### src/design/blha_pkg.sv
// ----------------------------------------------------------------------------
// blha_pkg: shared types and codes for the block-list heap allocator
// Command and status codes, percentage width, divider result bundle.
// ----------------------------------------------------------------------------
package blha_pkg;

    localparam int CMD_W = 3;
    localparam int STATUS_W = 2;
    localparam int PCT_W = 7;
    localparam int PCT_CNT_W = $clog2(PCT_W);

    localparam logic [CMD_W-1:0] CMD_BUMP  = 3'd0;
    localparam logic [CMD_W-1:0] CMD_FIRST = 3'd1;
    localparam logic [CMD_W-1:0] CMD_BEST  = 3'd2;
    localparam logic [CMD_W-1:0] CMD_SPLIT = 3'd3;
    localparam logic [CMD_W-1:0] CMD_FREE  = 3'd4;

    localparam logic [STATUS_W-1:0] ST_OK       = 2'd0;
    localparam logic [STATUS_W-1:0] ST_NO_SPACE = 2'd1;
    localparam logic [STATUS_W-1:0] ST_FULL     = 2'd2;
    localparam logic [STATUS_W-1:0] ST_NO_BLOCK = 2'd3;

    localparam logic [PCT_W-1:0] PCT_SCALE = 7'd100;

    typedef struct packed {
        logic             done;
        logic [PCT_W-1:0] quotient;
    } div_res_t;

endpackage

### src/design/block_list_heap_allocator_unit.sv
// ----------------------------------------------------------------------------
// block_list_heap_allocator_unit: block-table heap allocator
// Bump, first fit, best fit, split and coalescing free over a ring of cells.
// ----------------------------------------------------------------------------
// A command transaction is taken when start is high and busy is low; busy
// stays high until the result is out. The result is on the ports for exactly
// one cycle, marked by done, and must be captured then: there is no
// back-pressure. A command that fails its checks (unknown command, no space,
// zero size) answers from the check state. Others walk the block table, which
// lives in a ring of MAX_ENTRIES cells that rotates one entry per cycle past
// the controller while a pass runs: one pass to search, one pass to rewrite
// (longer when an entry is removed, so the ring realigns), one pass to gather
// statistics, then a percentage divide of PCT_W quotient bits. A bump skips
// the search pass, and the divide is skipped when no byte is free or the table
// is empty. A free that finds no block, or a command that finds the table
// full, answers after the decision, with no rewrite.
// ----------------------------------------------------------------------------
module block_list_heap_allocator_unit #(
    parameter int HEAP_BYTES  = 512,
    parameter int MAX_ENTRIES = 32
) (
    input  logic                                clk,
    input  logic                                rst_n,
    input  logic                                start,
    output logic                                busy,
    input  logic [blha_pkg::CMD_W-1:0]          command,
    input  logic [$clog2(HEAP_BYTES+1)-1:0]     request_size,
    input  logic [$clog2(HEAP_BYTES)-1:0]       block_address,
    output logic                                done,
    output logic [blha_pkg::STATUS_W-1:0]       status,
    output logic [$clog2(HEAP_BYTES)-1:0]       result_address,
    output logic [$clog2(HEAP_BYTES+1)-1:0]     result_size,
    output logic [$clog2(HEAP_BYTES+1)-1:0]     frontier,
    output logic [$clog2(MAX_ENTRIES+1)-1:0]    total_blocks,
    output logic [$clog2(MAX_ENTRIES+1)-1:0]    free_blocks,
    output logic [$clog2(HEAP_BYTES+1)-1:0]     allocated_bytes,
    output logic [blha_pkg::PCT_W-1:0]          fragmentation_pct
);

    localparam int AW = $clog2(HEAP_BYTES);
    localparam int SW = $clog2(HEAP_BYTES + 1);
    localparam int CW = $clog2(MAX_ENTRIES + 1);

    typedef enum logic [7:0] {
        S_IDLE   = 8'b0000_0001,
        S_CHECK  = 8'b0000_0010,
        S_SCAN   = 8'b0000_0100,
        S_DECIDE = 8'b0000_1000,
        S_UPDATE = 8'b0001_0000,
        S_STATS  = 8'b0010_0000,
        S_FINAL  = 8'b0100_0000,
        S_DIVIDE = 8'b1000_0000
    } state_t;

    // rewrite pass flavors
    typedef enum logic [1:0] {
        OP_REPLACE,
        OP_INSERT,
        OP_REMOVE
    } op_t;

    state_t state_reg, state_next;
    op_t    op_reg, op_next;

    logic [CW-1:0] k_reg, k_next;
    logic [CW-1:0] count_reg, count_next;
    logic [SW-1:0] frontier_reg, frontier_next;
    logic          done_reg, done_next;
    logic [CW-1:0] nfree_reg, nfree_next;
    logic [SW-1:0] alloc_reg, alloc_next;
    logic [blha_pkg::PCT_W-1:0] pct_reg, pct_next;
    logic          div_go_reg, div_go_next;

    logic [blha_pkg::CMD_W-1:0] cmd_reg, cmd_next;
    logic [SW-1:0] req_reg, req_next;
    logic [AW-1:0] where_reg, where_next;

    // search results
    logic          found_reg, found_next;
    logic [CW-1:0] pick_idx_reg, pick_idx_next;
    logic [AW-1:0] pick_start_reg, pick_start_next;
    logic [SW-1:0] pick_size_reg, pick_size_next;
    logic          prev_used_reg, prev_used_next;
    logic [AW-1:0] prev_start_reg, prev_start_next;
    logic [SW-1:0] prev_size_reg, prev_size_next;
    logic          left_free_reg, left_free_next;
    logic [AW-1:0] left_start_reg, left_start_next;
    logic [SW-1:0] left_size_reg, left_size_next;
    logic          right_free_reg, right_free_next;
    logic [SW-1:0] right_size_reg, right_size_next;

    // rewrite pass
    logic [CW-1:0] upd_idx_reg, upd_idx_next;
    logic [AW-1:0] new_start_reg, new_start_next;
    logic [SW-1:0] new_size_reg, new_size_next;
    logic          new_used_reg, new_used_next;
    logic [AW-1:0] h_start_reg, h_start_next;
    logic [SW-1:0] h_size_reg, h_size_next;
    logic          h_used_reg, h_used_next;
    logic [CW-1:0] pend_count_reg, pend_count_next;
    logic [SW-1:0] pend_frontier_reg, pend_frontier_next;

    // result and statistics
    logic [blha_pkg::STATUS_W-1:0] res_status_reg, res_status_next;
    logic [AW-1:0] res_addr_reg, res_addr_next;
    logic [SW-1:0] res_size_reg, res_size_next;
    logic [CW-1:0] acc_nfree_reg, acc_nfree_next;
    logic [SW-1:0] acc_alloc_reg, acc_alloc_next;
    logic [SW-1:0] acc_free_reg, acc_free_next;
    logic [SW-1:0] acc_big_reg, acc_big_next;
    logic [SW-1:0] f_reg, f_next;
    logic [SW-1:0] diff_reg, diff_next;

    // ring
    logic [AW-1:0] cs [MAX_ENTRIES];
    logic [SW-1:0] cz [MAX_ENTRIES];
    logic          cu [MAX_ENTRIES];
    logic [AW-1:0] e_start;
    logic [SW-1:0] e_size;
    logic          e_used;
    logic          ring_en;

    logic [AW-1:0] x_start;
    logic [SW-1:0] x_size;
    logic          x_used;
    logic          x_valid;
    logic          last_n;
    logic          fit;
    logic [SW:0]   bump_end;
    logic [SW-1:0] tail;
    logic [SW-1:0] f_sum;
    logic [SW-1:0] l_max;

    blha_pkg::div_res_t div_res;

    assign x_start = cs[0];
    assign x_size  = cz[0];
    assign x_used  = cu[0];
    assign x_valid = k_reg < count_reg;
    assign last_n  = k_reg == CW'(MAX_ENTRIES - 1);
    assign fit     = !x_used && (x_size >= req_reg);
    assign bump_end = {1'b0, frontier_reg} + {1'b0, req_reg};
    assign tail    = SW'(HEAP_BYTES) - frontier_reg;
    assign f_sum   = acc_free_reg + tail;
    assign l_max   = (acc_big_reg > tail) ? acc_big_reg : tail;
    assign ring_en = (state_reg == S_SCAN) || (state_reg == S_UPDATE)
                  || (state_reg == S_STATS);

    genvar gi;
    generate
        for (gi = 0; gi < MAX_ENTRIES; gi++)
        begin : g_cell
            if (gi == MAX_ENTRIES - 1)
            begin : g_tail
                blha_cell #(.AW(AW), .SW(SW)) u_cell (
                    .clk      (clk),
                    .en       (ring_en),
                    .start_in (e_start),
                    .size_in  (e_size),
                    .used_in  (e_used),
                    .start_out(cs[gi]),
                    .size_out (cz[gi]),
                    .used_out (cu[gi])
                );
            end
            else
            begin : g_body
                blha_cell #(.AW(AW), .SW(SW)) u_cell (
                    .clk      (clk),
                    .en       (ring_en),
                    .start_in (cs[gi+1]),
                    .size_in  (cz[gi+1]),
                    .used_in  (cu[gi+1]),
                    .start_out(cs[gi]),
                    .size_out (cz[gi]),
                    .used_out (cu[gi])
                );
            end
        end
    endgenerate

    blha_div #(.SW(SW)) u_div (
        .clk  (clk),
        .rst_n(rst_n),
        .go   (div_go_reg),
        .diff (diff_reg),
        .den  (f_reg),
        .res  (div_res)
    );

    // Entry fed into the tail cell. Outside a rewrite the ring just rotates.
    // Insert: emit the used half, park the free rest, then run one behind.
    // Remove: run one behind, fold the dropped entry into its left partner,
    // then run direct; the pass runs to k == MAX_ENTRIES so the ring realigns.
    always_comb
    begin
        e_start     = x_start;
        e_size      = x_size;
        e_used      = x_used;
        h_start_next = h_start_reg;
        h_size_next  = h_size_reg;
        h_used_next  = h_used_reg;
        if (state_reg == S_UPDATE)
        begin
            case (op_reg)
                OP_REPLACE:
                begin
                    if (k_reg == upd_idx_reg)
                    begin
                        e_start = new_start_reg;
                        e_size  = new_size_reg;
                        e_used  = new_used_reg;
                    end
                end
                OP_INSERT:
                begin
                    if (k_reg == upd_idx_reg)
                    begin
                        e_start      = new_start_reg;
                        e_size       = new_size_reg;
                        e_used       = new_used_reg;
                        h_start_next = AW'(x_start + AW'(req_reg));
                        h_size_next  = x_size - req_reg;
                        h_used_next  = 1'b0;
                    end
                    else if (k_reg > upd_idx_reg)
                    begin
                        e_start      = h_start_reg;
                        e_size       = h_size_reg;
                        e_used       = h_used_reg;
                        h_start_next = x_start;
                        h_size_next  = x_size;
                        h_used_next  = x_used;
                    end
                end
                OP_REMOVE:
                begin
                    if (k_reg < upd_idx_reg)
                    begin
                        e_start      = h_start_reg;
                        e_size       = h_size_reg;
                        e_used       = h_used_reg;
                        h_start_next = x_start;
                        h_size_next  = x_size;
                        h_used_next  = x_used;
                    end
                    else if (k_reg == upd_idx_reg)
                    begin
                        e_start = h_start_reg;
                        e_size  = SW'(h_size_reg + x_size);
                        e_used  = 1'b0;
                    end
                end
                default:
                begin
                    e_used = x_used;
                end
            endcase
        end
    end

    always_comb
    begin
        state_next         = state_reg;
        op_next            = op_reg;
        k_next             = k_reg;
        count_next         = count_reg;
        frontier_next      = frontier_reg;
        done_next          = 1'b0;
        nfree_next         = nfree_reg;
        alloc_next         = alloc_reg;
        pct_next           = pct_reg;
        div_go_next        = 1'b0;
        cmd_next           = cmd_reg;
        req_next           = req_reg;
        where_next         = where_reg;
        found_next         = found_reg;
        pick_idx_next      = pick_idx_reg;
        pick_start_next    = pick_start_reg;
        pick_size_next     = pick_size_reg;
        prev_used_next     = prev_used_reg;
        prev_start_next    = prev_start_reg;
        prev_size_next     = prev_size_reg;
        left_free_next     = left_free_reg;
        left_start_next    = left_start_reg;
        left_size_next     = left_size_reg;
        right_free_next    = right_free_reg;
        right_size_next    = right_size_reg;
        upd_idx_next       = upd_idx_reg;
        new_start_next     = new_start_reg;
        new_size_next      = new_size_reg;
        new_used_next      = new_used_reg;
        pend_count_next    = pend_count_reg;
        pend_frontier_next = pend_frontier_reg;
        res_status_next    = res_status_reg;
        res_addr_next      = res_addr_reg;
        res_size_next      = res_size_reg;
        acc_nfree_next     = acc_nfree_reg;
        acc_alloc_next     = acc_alloc_reg;
        acc_free_next      = acc_free_reg;
        acc_big_next       = acc_big_reg;
        f_next             = f_reg;
        diff_next          = diff_reg;

        case (state_reg)
            S_IDLE:
            begin
                if (start)
                begin
                    cmd_next   = command;
                    req_next   = request_size;
                    where_next = block_address;
                    state_next = S_CHECK;
                end
            end

            S_CHECK:
            begin
                k_next          = '0;
                found_next      = 1'b0;
                prev_used_next  = 1'b1;
                left_free_next  = 1'b0;
                right_free_next = 1'b0;
                res_status_next = blha_pkg::ST_OK;
                res_addr_next   = '0;
                res_size_next   = '0;
                if (cmd_reg > blha_pkg::CMD_FREE)
                begin
                    done_next  = 1'b1;
                    state_next = S_IDLE;
                end
                else if (cmd_reg == blha_pkg::CMD_FREE)
                begin
                    state_next = S_SCAN;
                end
                else if (req_reg == '0 || bump_end > (SW+1)'(HEAP_BYTES))
                begin
                    // capacity gate holds even if a free block would fit
                    res_status_next = blha_pkg::ST_NO_SPACE;
                    done_next       = 1'b1;
                    state_next      = S_IDLE;
                end
                else if (cmd_reg == blha_pkg::CMD_BUMP)
                begin
                    state_next = S_DECIDE;
                end
                else
                begin
                    state_next = S_SCAN;
                end
            end

            S_SCAN:
            begin
                k_next = k_reg + 1'b1;
                if (x_valid)
                begin
                    case (cmd_reg)
                        blha_pkg::CMD_FIRST, blha_pkg::CMD_SPLIT:
                        begin
                            if (fit && !found_reg)
                            begin
                                found_next      = 1'b1;
                                pick_idx_next   = k_reg;
                                pick_start_next = x_start;
                                pick_size_next  = x_size;
                            end
                        end
                        blha_pkg::CMD_BEST:
                        begin
                            // strict compare keeps the lowest address on ties
                            if (fit && (!found_reg || x_size < pick_size_reg))
                            begin
                                found_next      = 1'b1;
                                pick_idx_next   = k_reg;
                                pick_start_next = x_start;
                                pick_size_next  = x_size;
                            end
                        end
                        blha_pkg::CMD_FREE:
                        begin
                            if (!found_reg && x_used && x_start == where_reg)
                            begin
                                found_next      = 1'b1;
                                pick_idx_next   = k_reg;
                                pick_start_next = x_start;
                                pick_size_next  = x_size;
                                left_free_next  = (k_reg != '0) && !prev_used_reg;
                                left_start_next = prev_start_reg;
                                left_size_next  = prev_size_reg;
                            end
                            if (found_reg && k_reg == pick_idx_reg + 1'b1)
                            begin
                                right_free_next = !x_used;
                                right_size_next = x_size;
                            end
                        end
                        default:
                        begin
                            found_next = found_reg;
                        end
                    endcase
                    prev_used_next  = x_used;
                    prev_start_next = x_start;
                    prev_size_next  = x_size;
                end
                if (last_n)
                begin
                    state_next = S_DECIDE;
                end
            end

            S_DECIDE:
            begin
                k_next             = '0;
                pend_count_next    = count_reg;
                pend_frontier_next = frontier_reg;
                res_status_next    = blha_pkg::ST_OK;
                state_next         = S_UPDATE;
                op_next            = OP_REPLACE;
                upd_idx_next       = pick_idx_reg;
                new_start_next     = pick_start_reg;
                new_size_next      = pick_size_reg;
                new_used_next      = 1'b1;
                res_addr_next      = pick_start_reg;
                res_size_next      = pick_size_reg;
                if (cmd_reg == blha_pkg::CMD_FREE)
                begin
                    if (!found_reg)
                    begin
                        res_status_next = blha_pkg::ST_NO_BLOCK;
                        res_addr_next   = '0;
                        res_size_next   = '0;
                        done_next       = 1'b1;
                        state_next      = S_IDLE;
                    end
                    else if (left_free_reg)
                    begin
                        op_next         = OP_REMOVE;
                        pend_count_next = count_reg - 1'b1;
                        res_addr_next   = left_start_reg;
                        res_size_next   = SW'(left_size_reg + pick_size_reg);
                    end
                    else if (right_free_reg)
                    begin
                        op_next         = OP_REMOVE;
                        upd_idx_next    = pick_idx_reg + 1'b1;
                        pend_count_next = count_reg - 1'b1;
                        res_size_next   = SW'(pick_size_reg + right_size_reg);
                    end
                    else
                    begin
                        new_used_next = 1'b0;
                    end
                end
                else if (!found_reg)
                begin
                    // append at the frontier
                    if (count_reg >= CW'(MAX_ENTRIES))
                    begin
                        res_status_next = blha_pkg::ST_FULL;
                        res_addr_next   = '0;
                        res_size_next   = '0;
                        done_next       = 1'b1;
                        state_next      = S_IDLE;
                    end
                    else
                    begin
                        upd_idx_next       = count_reg;
                        new_start_next     = frontier_reg[AW-1:0];
                        new_size_next      = req_reg;
                        pend_count_next    = count_reg + 1'b1;
                        pend_frontier_next = bump_end[SW-1:0];
                        res_addr_next      = frontier_reg[AW-1:0];
                        res_size_next      = req_reg;
                    end
                end
                else if (cmd_reg == blha_pkg::CMD_SPLIT && pick_size_reg > req_reg)
                begin
                    if (count_reg >= CW'(MAX_ENTRIES))
                    begin
                        res_status_next = blha_pkg::ST_FULL;
                        res_addr_next   = '0;
                        res_size_next   = '0;
                        done_next       = 1'b1;
                        state_next      = S_IDLE;
                    end
                    else
                    begin
                        op_next         = OP_INSERT;
                        new_size_next   = req_reg;
                        pend_count_next = count_reg + 1'b1;
                        res_size_next   = req_reg;
                    end
                end
            end

            S_UPDATE:
            begin
                k_next = k_reg + 1'b1;
                if ((op_reg == OP_REMOVE) ? (k_reg == CW'(MAX_ENTRIES)) : last_n)
                begin
                    count_next     = pend_count_reg;
                    frontier_next  = pend_frontier_reg;
                    k_next         = '0;
                    acc_nfree_next = '0;
                    acc_alloc_next = '0;
                    acc_free_next  = '0;
                    acc_big_next   = '0;
                    state_next     = S_STATS;
                end
            end

            S_STATS:
            begin
                k_next = k_reg + 1'b1;
                if (x_valid)
                begin
                    if (x_used)
                    begin
                        acc_alloc_next = SW'(acc_alloc_reg + x_size);
                    end
                    else
                    begin
                        acc_nfree_next = acc_nfree_reg + 1'b1;
                        acc_free_next  = SW'(acc_free_reg + x_size);
                        if (x_size > acc_big_reg)
                        begin
                            acc_big_next = x_size;
                        end
                    end
                end
                if (last_n)
                begin
                    state_next = S_FINAL;
                end
            end

            S_FINAL:
            begin
                nfree_next = acc_nfree_reg;
                alloc_next = acc_alloc_reg;
                if (count_reg == '0 || f_sum == '0)
                begin
                    pct_next   = '0;
                    done_next  = 1'b1;
                    state_next = S_IDLE;
                end
                else
                begin
                    f_next      = f_sum;
                    diff_next   = f_sum - l_max;
                    div_go_next = 1'b1;
                    state_next  = S_DIVIDE;
                end
            end

            S_DIVIDE:
            begin
                if (div_res.done)
                begin
                    pct_next   = div_res.quotient;
                    done_next  = 1'b1;
                    state_next = S_IDLE;
                end
            end

            default:
            begin
                state_next = S_IDLE;
            end
        endcase
    end

    always_ff @(posedge clk or negedge rst_n)
    begin
        if (!rst_n)
        begin
            state_reg    <= S_IDLE;
            k_reg        <= '0;
            count_reg    <= '0;
            frontier_reg <= '0;
            done_reg     <= 1'b0;
            nfree_reg    <= '0;
            alloc_reg    <= '0;
            pct_reg      <= '0;
            div_go_reg   <= 1'b0;
        end
        else
        begin
            state_reg    <= state_next;
            k_reg        <= k_next;
            count_reg    <= count_next;
            frontier_reg <= frontier_next;
            done_reg     <= done_next;
            nfree_reg    <= nfree_next;
            alloc_reg    <= alloc_next;
            pct_reg      <= pct_next;
            div_go_reg   <= div_go_next;
        end
    end

    always_ff @(posedge clk)
    begin
        op_reg            <= op_next;
        cmd_reg           <= cmd_next;
        req_reg           <= req_next;
        where_reg         <= where_next;
        found_reg         <= found_next;
        pick_idx_reg      <= pick_idx_next;
        pick_start_reg    <= pick_start_next;
        pick_size_reg     <= pick_size_next;
        prev_used_reg     <= prev_used_next;
        prev_start_reg    <= prev_start_next;
        prev_size_reg     <= prev_size_next;
        left_free_reg     <= left_free_next;
        left_start_reg    <= left_start_next;
        left_size_reg     <= left_size_next;
        right_free_reg    <= right_free_next;
        right_size_reg    <= right_size_next;
        upd_idx_reg       <= upd_idx_next;
        new_start_reg     <= new_start_next;
        new_size_reg      <= new_size_next;
        new_used_reg      <= new_used_next;
        h_start_reg       <= h_start_next;
        h_size_reg        <= h_size_next;
        h_used_reg        <= h_used_next;
        pend_count_reg    <= pend_count_next;
        pend_frontier_reg <= pend_frontier_next;
        res_status_reg    <= res_status_next;
        res_addr_reg      <= res_addr_next;
        res_size_reg      <= res_size_next;
        acc_nfree_reg     <= acc_nfree_next;
        acc_alloc_reg     <= acc_alloc_next;
        acc_free_reg      <= acc_free_next;
        acc_big_reg       <= acc_big_next;
        f_reg             <= f_next;
        diff_reg          <= diff_next;
    end

    assign busy              = state_reg != S_IDLE;
    assign done              = done_reg;
    assign status            = res_status_reg;
    assign result_address    = res_addr_reg;
    assign result_size       = res_size_reg;
    assign frontier          = frontier_reg;
    assign total_blocks      = count_reg;
    assign free_blocks       = nfree_reg;
    assign allocated_bytes   = alloc_reg;
    assign fragmentation_pct = pct_reg;

endmodule

### src/design/blha_cell.sv
// ----------------------------------------------------------------------------
// blha_cell: one block-table entry in the rotating ring
// Loads its right neighbor's entry (the controller's, for the tail cell) whenever the ring shifts.
// ----------------------------------------------------------------------------
module blha_cell #(
    parameter int AW = 9,
    parameter int SW = 10
) (
    input  logic          clk,
    input  logic          en,
    input  logic [AW-1:0] start_in,
    input  logic [SW-1:0] size_in,
    input  logic          used_in,
    output logic [AW-1:0] start_out,
    output logic [SW-1:0] size_out,
    output logic          used_out
);

    logic [AW-1:0] start_reg;
    logic [SW-1:0] size_reg;
    logic          used_reg;

    always_ff @(posedge clk)
    begin
        if (en)
        begin
            start_reg <= start_in;
            size_reg  <= size_in;
            used_reg  <= used_in;
        end
    end

    assign start_out = start_reg;
    assign size_out  = size_reg;
    assign used_out  = used_reg;

endmodule

### src/design/blha_div.sv
// ----------------------------------------------------------------------------
// blha_div: fragmentation percentage divider
// floor(100 * diff / den), restoring, one quotient bit per cycle.
// ----------------------------------------------------------------------------
module blha_div #(
    parameter int SW = 10
) (
    input  logic               clk,
    input  logic               rst_n,
    input  logic               go,
    input  logic [SW-1:0]      diff,
    input  logic [SW-1:0]      den,
    output blha_pkg::div_res_t res
);

    localparam int NW = SW + blha_pkg::PCT_W;

    logic [NW-1:0]                  rem_reg, rem_next;
    logic [NW-1:0]                  dsh_reg, dsh_next;
    logic [blha_pkg::PCT_W-1:0]     q_reg, q_next;
    logic [blha_pkg::PCT_CNT_W-1:0] cnt_reg, cnt_next;
    logic                           run_reg, run_next;
    logic                           done_reg, done_next;
    logic                           fits;

    assign fits = rem_reg >= dsh_reg;

    always_comb
    begin
        rem_next  = rem_reg;
        dsh_next  = dsh_reg;
        q_next    = q_reg;
        cnt_next  = cnt_reg;
        run_next  = run_reg;
        done_next = 1'b0;
        if (go)
        begin
            rem_next = NW'(diff) * NW'(blha_pkg::PCT_SCALE);
            dsh_next = NW'(den) << (blha_pkg::PCT_W - 1);
            q_next   = '0;
            cnt_next = '0;
            run_next = 1'b1;
        end
        else if (run_reg)
        begin
            if (fits)
            begin
                rem_next = rem_reg - dsh_reg;
            end
            q_next   = {q_reg[blha_pkg::PCT_W-2:0], fits};
            dsh_next = dsh_reg >> 1;
            cnt_next = cnt_reg + 1'b1;
            if (cnt_reg == blha_pkg::PCT_CNT_W'(blha_pkg::PCT_W - 1))
            begin
                run_next  = 1'b0;
                done_next = 1'b1;
            end
        end
    end

    always_ff @(posedge clk or negedge rst_n)
    begin
        if (!rst_n)
        begin
            run_reg  <= 1'b0;
            done_reg <= 1'b0;
            cnt_reg  <= '0;
        end
        else
        begin
            run_reg  <= run_next;
            done_reg <= done_next;
            cnt_reg  <= cnt_next;
        end
    end

    always_ff @(posedge clk)
    begin
        rem_reg <= rem_next;
        dsh_reg <= dsh_next;
        q_reg   <= q_next;
    end

    assign res.done     = done_reg;
    assign res.quotient = q_reg;

endmodule
### config.mk
export PLATFORM = sky130hd
export DESIGN_NAME = block_list_heap_allocator_unit
export DESIGN_NICKNAME = d
export VERILOG_FILES = /design/src/design/blha_pkg.sv /design/src/design/block_list_heap_allocator_unit.sv /design/src/design/blha_cell.sv /design/src/design/blha_div.sv
export SDC_FILE = /design/constraint.sdc
export NUM_CORES = 1
export LEC_CHECK = 0
export BUFFER_PORTS_ARGS = -buffer_cell sky130_fd_sc_hd__buf_4
export CAP_MARGIN = 0
export CELL_PAD_IN_SITES_DETAIL_PLACEMENT = 1
export CELL_PAD_IN_SITES_GLOBAL_PLACEMENT = 2
export CORE_ASPECT_RATIO = 0.75
export CORE_MARGIN = 5
export CORE_UTILIZATION = 40
export DETAILED_ROUTE_END_ITERATION = 10
export GPL_ROUTABILITY_DRIVEN = 0
export GPL_TIMING_DRIVEN = 0
export HOLD_SLACK_MARGIN = 0.06
export PLACE_DENSITY = 0.78
export RECOVER_POWER = 50
export SYNTH_ARGS = -nofsm -noshare
export SYNTH_HDL_FRONTEND = slang
export SYNTH_SLANG_ARGS = --single-unit
### constraint.sdc
create_clock -name clk -period 17.1 [get_ports clk]
set_input_delay 2.565 -clock clk [delete_from_list [all_inputs] [get_ports clk]]
set_output_delay 2.565 -clock clk [all_outputs]
set_load 0.01 [all_outputs]
==> key figures <==
Clocking
  – # H-tree levels: 3
  – Cts bufs inserted: 96
  – Root buffer cell: clkbuf_16
  – TritonCTS clock tree: built
  – Clock sink count: 980
  – Number of gates resized after CTS: 0
  – Postcts setup bufs: 0
  – Clock Tree Buf Depth: 3
  – CTS hold repair buffers: 0
  – Reg clk slew, reported paths: 0.06 ns
  – Clk_lat worst skew: 0.70 ns

Yosys
  – Cells after Synth: 2754
  – Post-synthesis instance area: 40750 µm²
  – Ys flop type: edfxtp_1
  – Number of flops mapped to enable cells by yosys: 905
  – Synth area leader: edfxtp_1
  – Synth area leaders: edfxtp_1 67%, ha_1 6.1%, dfrtp_1 3.6%
  – Yosys cell types: 74
  – Synthesized Nets: 2994
  – Top cell type's share of synthesized area: 66.69%
  – Count leader, synth: edfxtp_1
  – Post-synthesis sequential area ratio: 71.11%
  – FF+latch count, synth: 980
  – Synth cell count leaders: 905 x edfxtp_1, 203 x nand2_1, 199 x ha_1
  – Post-synth ARST share: 6.122%
  – Synthesis warning total: 0
  – Syn_area_per_cell: 14.80 µm²

Power and ir drop
  – Total power divided by cell area: 112.6 nW/µm²
  – Leak: 16.72 nW
  – Maximum VDD drop: 0.09537 mV
  – Total Power: 5.245 mW

Worst setup path
  – Slowest stage delay, CP: 0.76 ns
  – Crit-path max FO: 11
  – Slowest cell on crit path: dfrtp_1
  – Worst setup path class: flop to flop
  – Setup crit end kind: flop
  – Critical Path AT: 6.74 ns
  – Critical-path cell list: inv_1, ha_1, inv_1, nor3_1, xnor2_1, inv_1, ha_1, nand2_1, o21ai_0, a41oi_1, maj3_1, nand2b_1, a21oi_1, buf_4, mux2i_1, ha_1, nor2b_1, o21ai_0, a21oi_1, o41ai_1, o21ai_0, xor2_1, xnor2_1
  – Required time of the critical path: 17.51 ns
  – Critical Path Start Type: flop

STA
  – Relative max-transition margin: -144.5%
  – F_max: 0.1580 GHz
  – Final Hold Fails: 0
  – Final Slew Violations: 88
  – Slew at the pin closest to its max-slew limit: 3.668 ns
  – Setup-failing EPs final: 0
  – Unrepaired setup endpoints after global routing: no
  – Clock Skew: 0.06205 ns
  – Tcrit/Tclk final: 37.01%
  – Final worst setup slack: 10.77 ns
  – Fin crit period: 6.329 ns

Detailed routing
  – Routed wire length: 101300 µm
  – Detailed-route via count: 24020
  – Post-DR wirelength/cell: 23.11 µm
  – DR pass1 iterations: 6
  – Initial DRC Count: 2136
  – Vias per inst: 5.481
  – DR DRC count: 0
  – Antenna-violating nets left: 0

Status
  – Status: complete, but fails checks
  – Failing checks: capacitance limit, slew limit

Floorplan
  – Chip height: 286.4 µm
  – Placeable Area: 101200 µm²
  – Std cell rows: 101
  – Full die area: 108400 µm²
  – Starting Density: 40.26%
  – Overall die width: 378.6 µm
  – Io pins: 87

Placement
  – DP Worst Slack: 10.90 ns
  – Port Buffers: 86
  – DPL Wire Length: 71190 µm
  – Cell Area, Placed: 43470 µm²

Worst hold path
  – Hold Path Class: flop to flop

Global routing
  – First-pass GRT wire length: 154000 µm
  – Largest net degree at the start of global routing: 79
  – Initial antenna violation count: 6
  – Vias in the first global route: 25080
  – Grt ovf: 0
  – Total track usage: 18.62%

Job
  – Max-cap violations: 2

Layout
  – Share of cells above drive strength 1: 9.737%
  – Final net count: 3197
  – Max reg flops: 310
  – Design Area, Final: 46570 µm²
  – Area Overhead vs Synth: 14.26%
-- metrics by stage --
step                      utilization [%]  hold WS [ns]  std cells  TNS [ns]
after floorplan                         -        0.4003       2754         0
after global placement              42.55        0.4010       4179  -2098.05
after detailed placement            42.95        0.4051       4197         0
after CTS                           46.05        0.3875       4378         0
after global routing                46.00        0.3981       4379         0
final                               46.00        0.3975       4382         0
-- routing by layer --
metal	up-vias	global-route usage (%)	share of wire (%)
li1	10810	-	-
met1	12270	27.30	47
met2	767	27.91	44
met3	175	4.318	7.2
met4	2	5.191	2.7
met5	-	0	0.013
-- power breakdown --
| group | total (mW) | switching (mW) | leakage, nW | internal (mW) |
|---|---|---|---|---|
| Sequential | 2.79 | 0.0628 | 8.94 | 2.73 |
| Combinational | 0.360 | 0.248 | 6.28 | 0.112 |
| Clock | 2.09 | 0.920 | 1.51 | 1.17 |
-- layout make-up --
cell class	instances	area, µm²
Multi-Input combinational cell	1543	10930
Fill cell	10050	54660
Antenna cell	3	7.507
Inverter	160	600.6
Tap cell	1339	1675
Clock buffer	121	2537
Timing Repair Buffer	105	963.4
Sequential cell	980	28980
Clock inverter	60	599.3
Buffer	71	272.8
-- worst max-delay path, delay by kind of cell (launching register included) --
family	cells	cell delay [ns]
compound gates	7	1.54
simple gates	4	0.44
buf+inv	4	0.86
flops	1	0.76
fa+ha+maj	4	1.30
mux	1	0.26
xor+xnor	3	0.86
-- cells in the final DEF (no fill, tap or decap), types with 59 or more instances in the layout --
| master | synthesis | final |
|---|---|---|
| edfxtp_1 | 905 | 905 |
| nand2_1 | 203 | 202 |
| ha_1 | 199 | 199 |
| inv_1 | 159 | 159 |
| nor2_1 | 158 | 156 |
| o21ai_0 | 128 | 128 |
| a21oi_1 | 123 | 121 |
| clkbuf_16 | 0 | 97 |
| clkbuf_1 | 60 | 93 |
| xnor2_1 | 69 | 69 |
| buf_4 | 1 | 63 |
| dfrtp_1 | 59 | 59 |
-- path summary, 6_finish.rpt --
check,startpoint,endpoint,slack (ns),cells after the start
min,g_cell[25].g_body.u_cell.size_out[6],g_cell[24].g_body.u_cell.size_out[6],0.40,0
max,frontier[0],diff_reg[9],10.77,23
max reg2reg,frontier[0],diff_reg[9],10.77,23
max in group asynchronous,rst_n,u_div.cnt_reg[0],11.88,1
min in group asynchronous,rst_n,total_blocks[2],3.12,1
min reg2reg,g_cell[25].g_body.u_cell.size_out[6],g_cell[24].g_body.u_cell.size_out[6],0.40,0
-- cell families after synthesis --
kind of cell	after synthesis	synth area share [%]
compound gates	516	8.241
xor+xnor	111	2.386
fa+ha+maj	216	6.920
buf+inv	231	2.143
flops	980	71.11
mux	76	1.999
simple gates	624	7.203
Note: power is estimated with default switching activity, not from simulation.
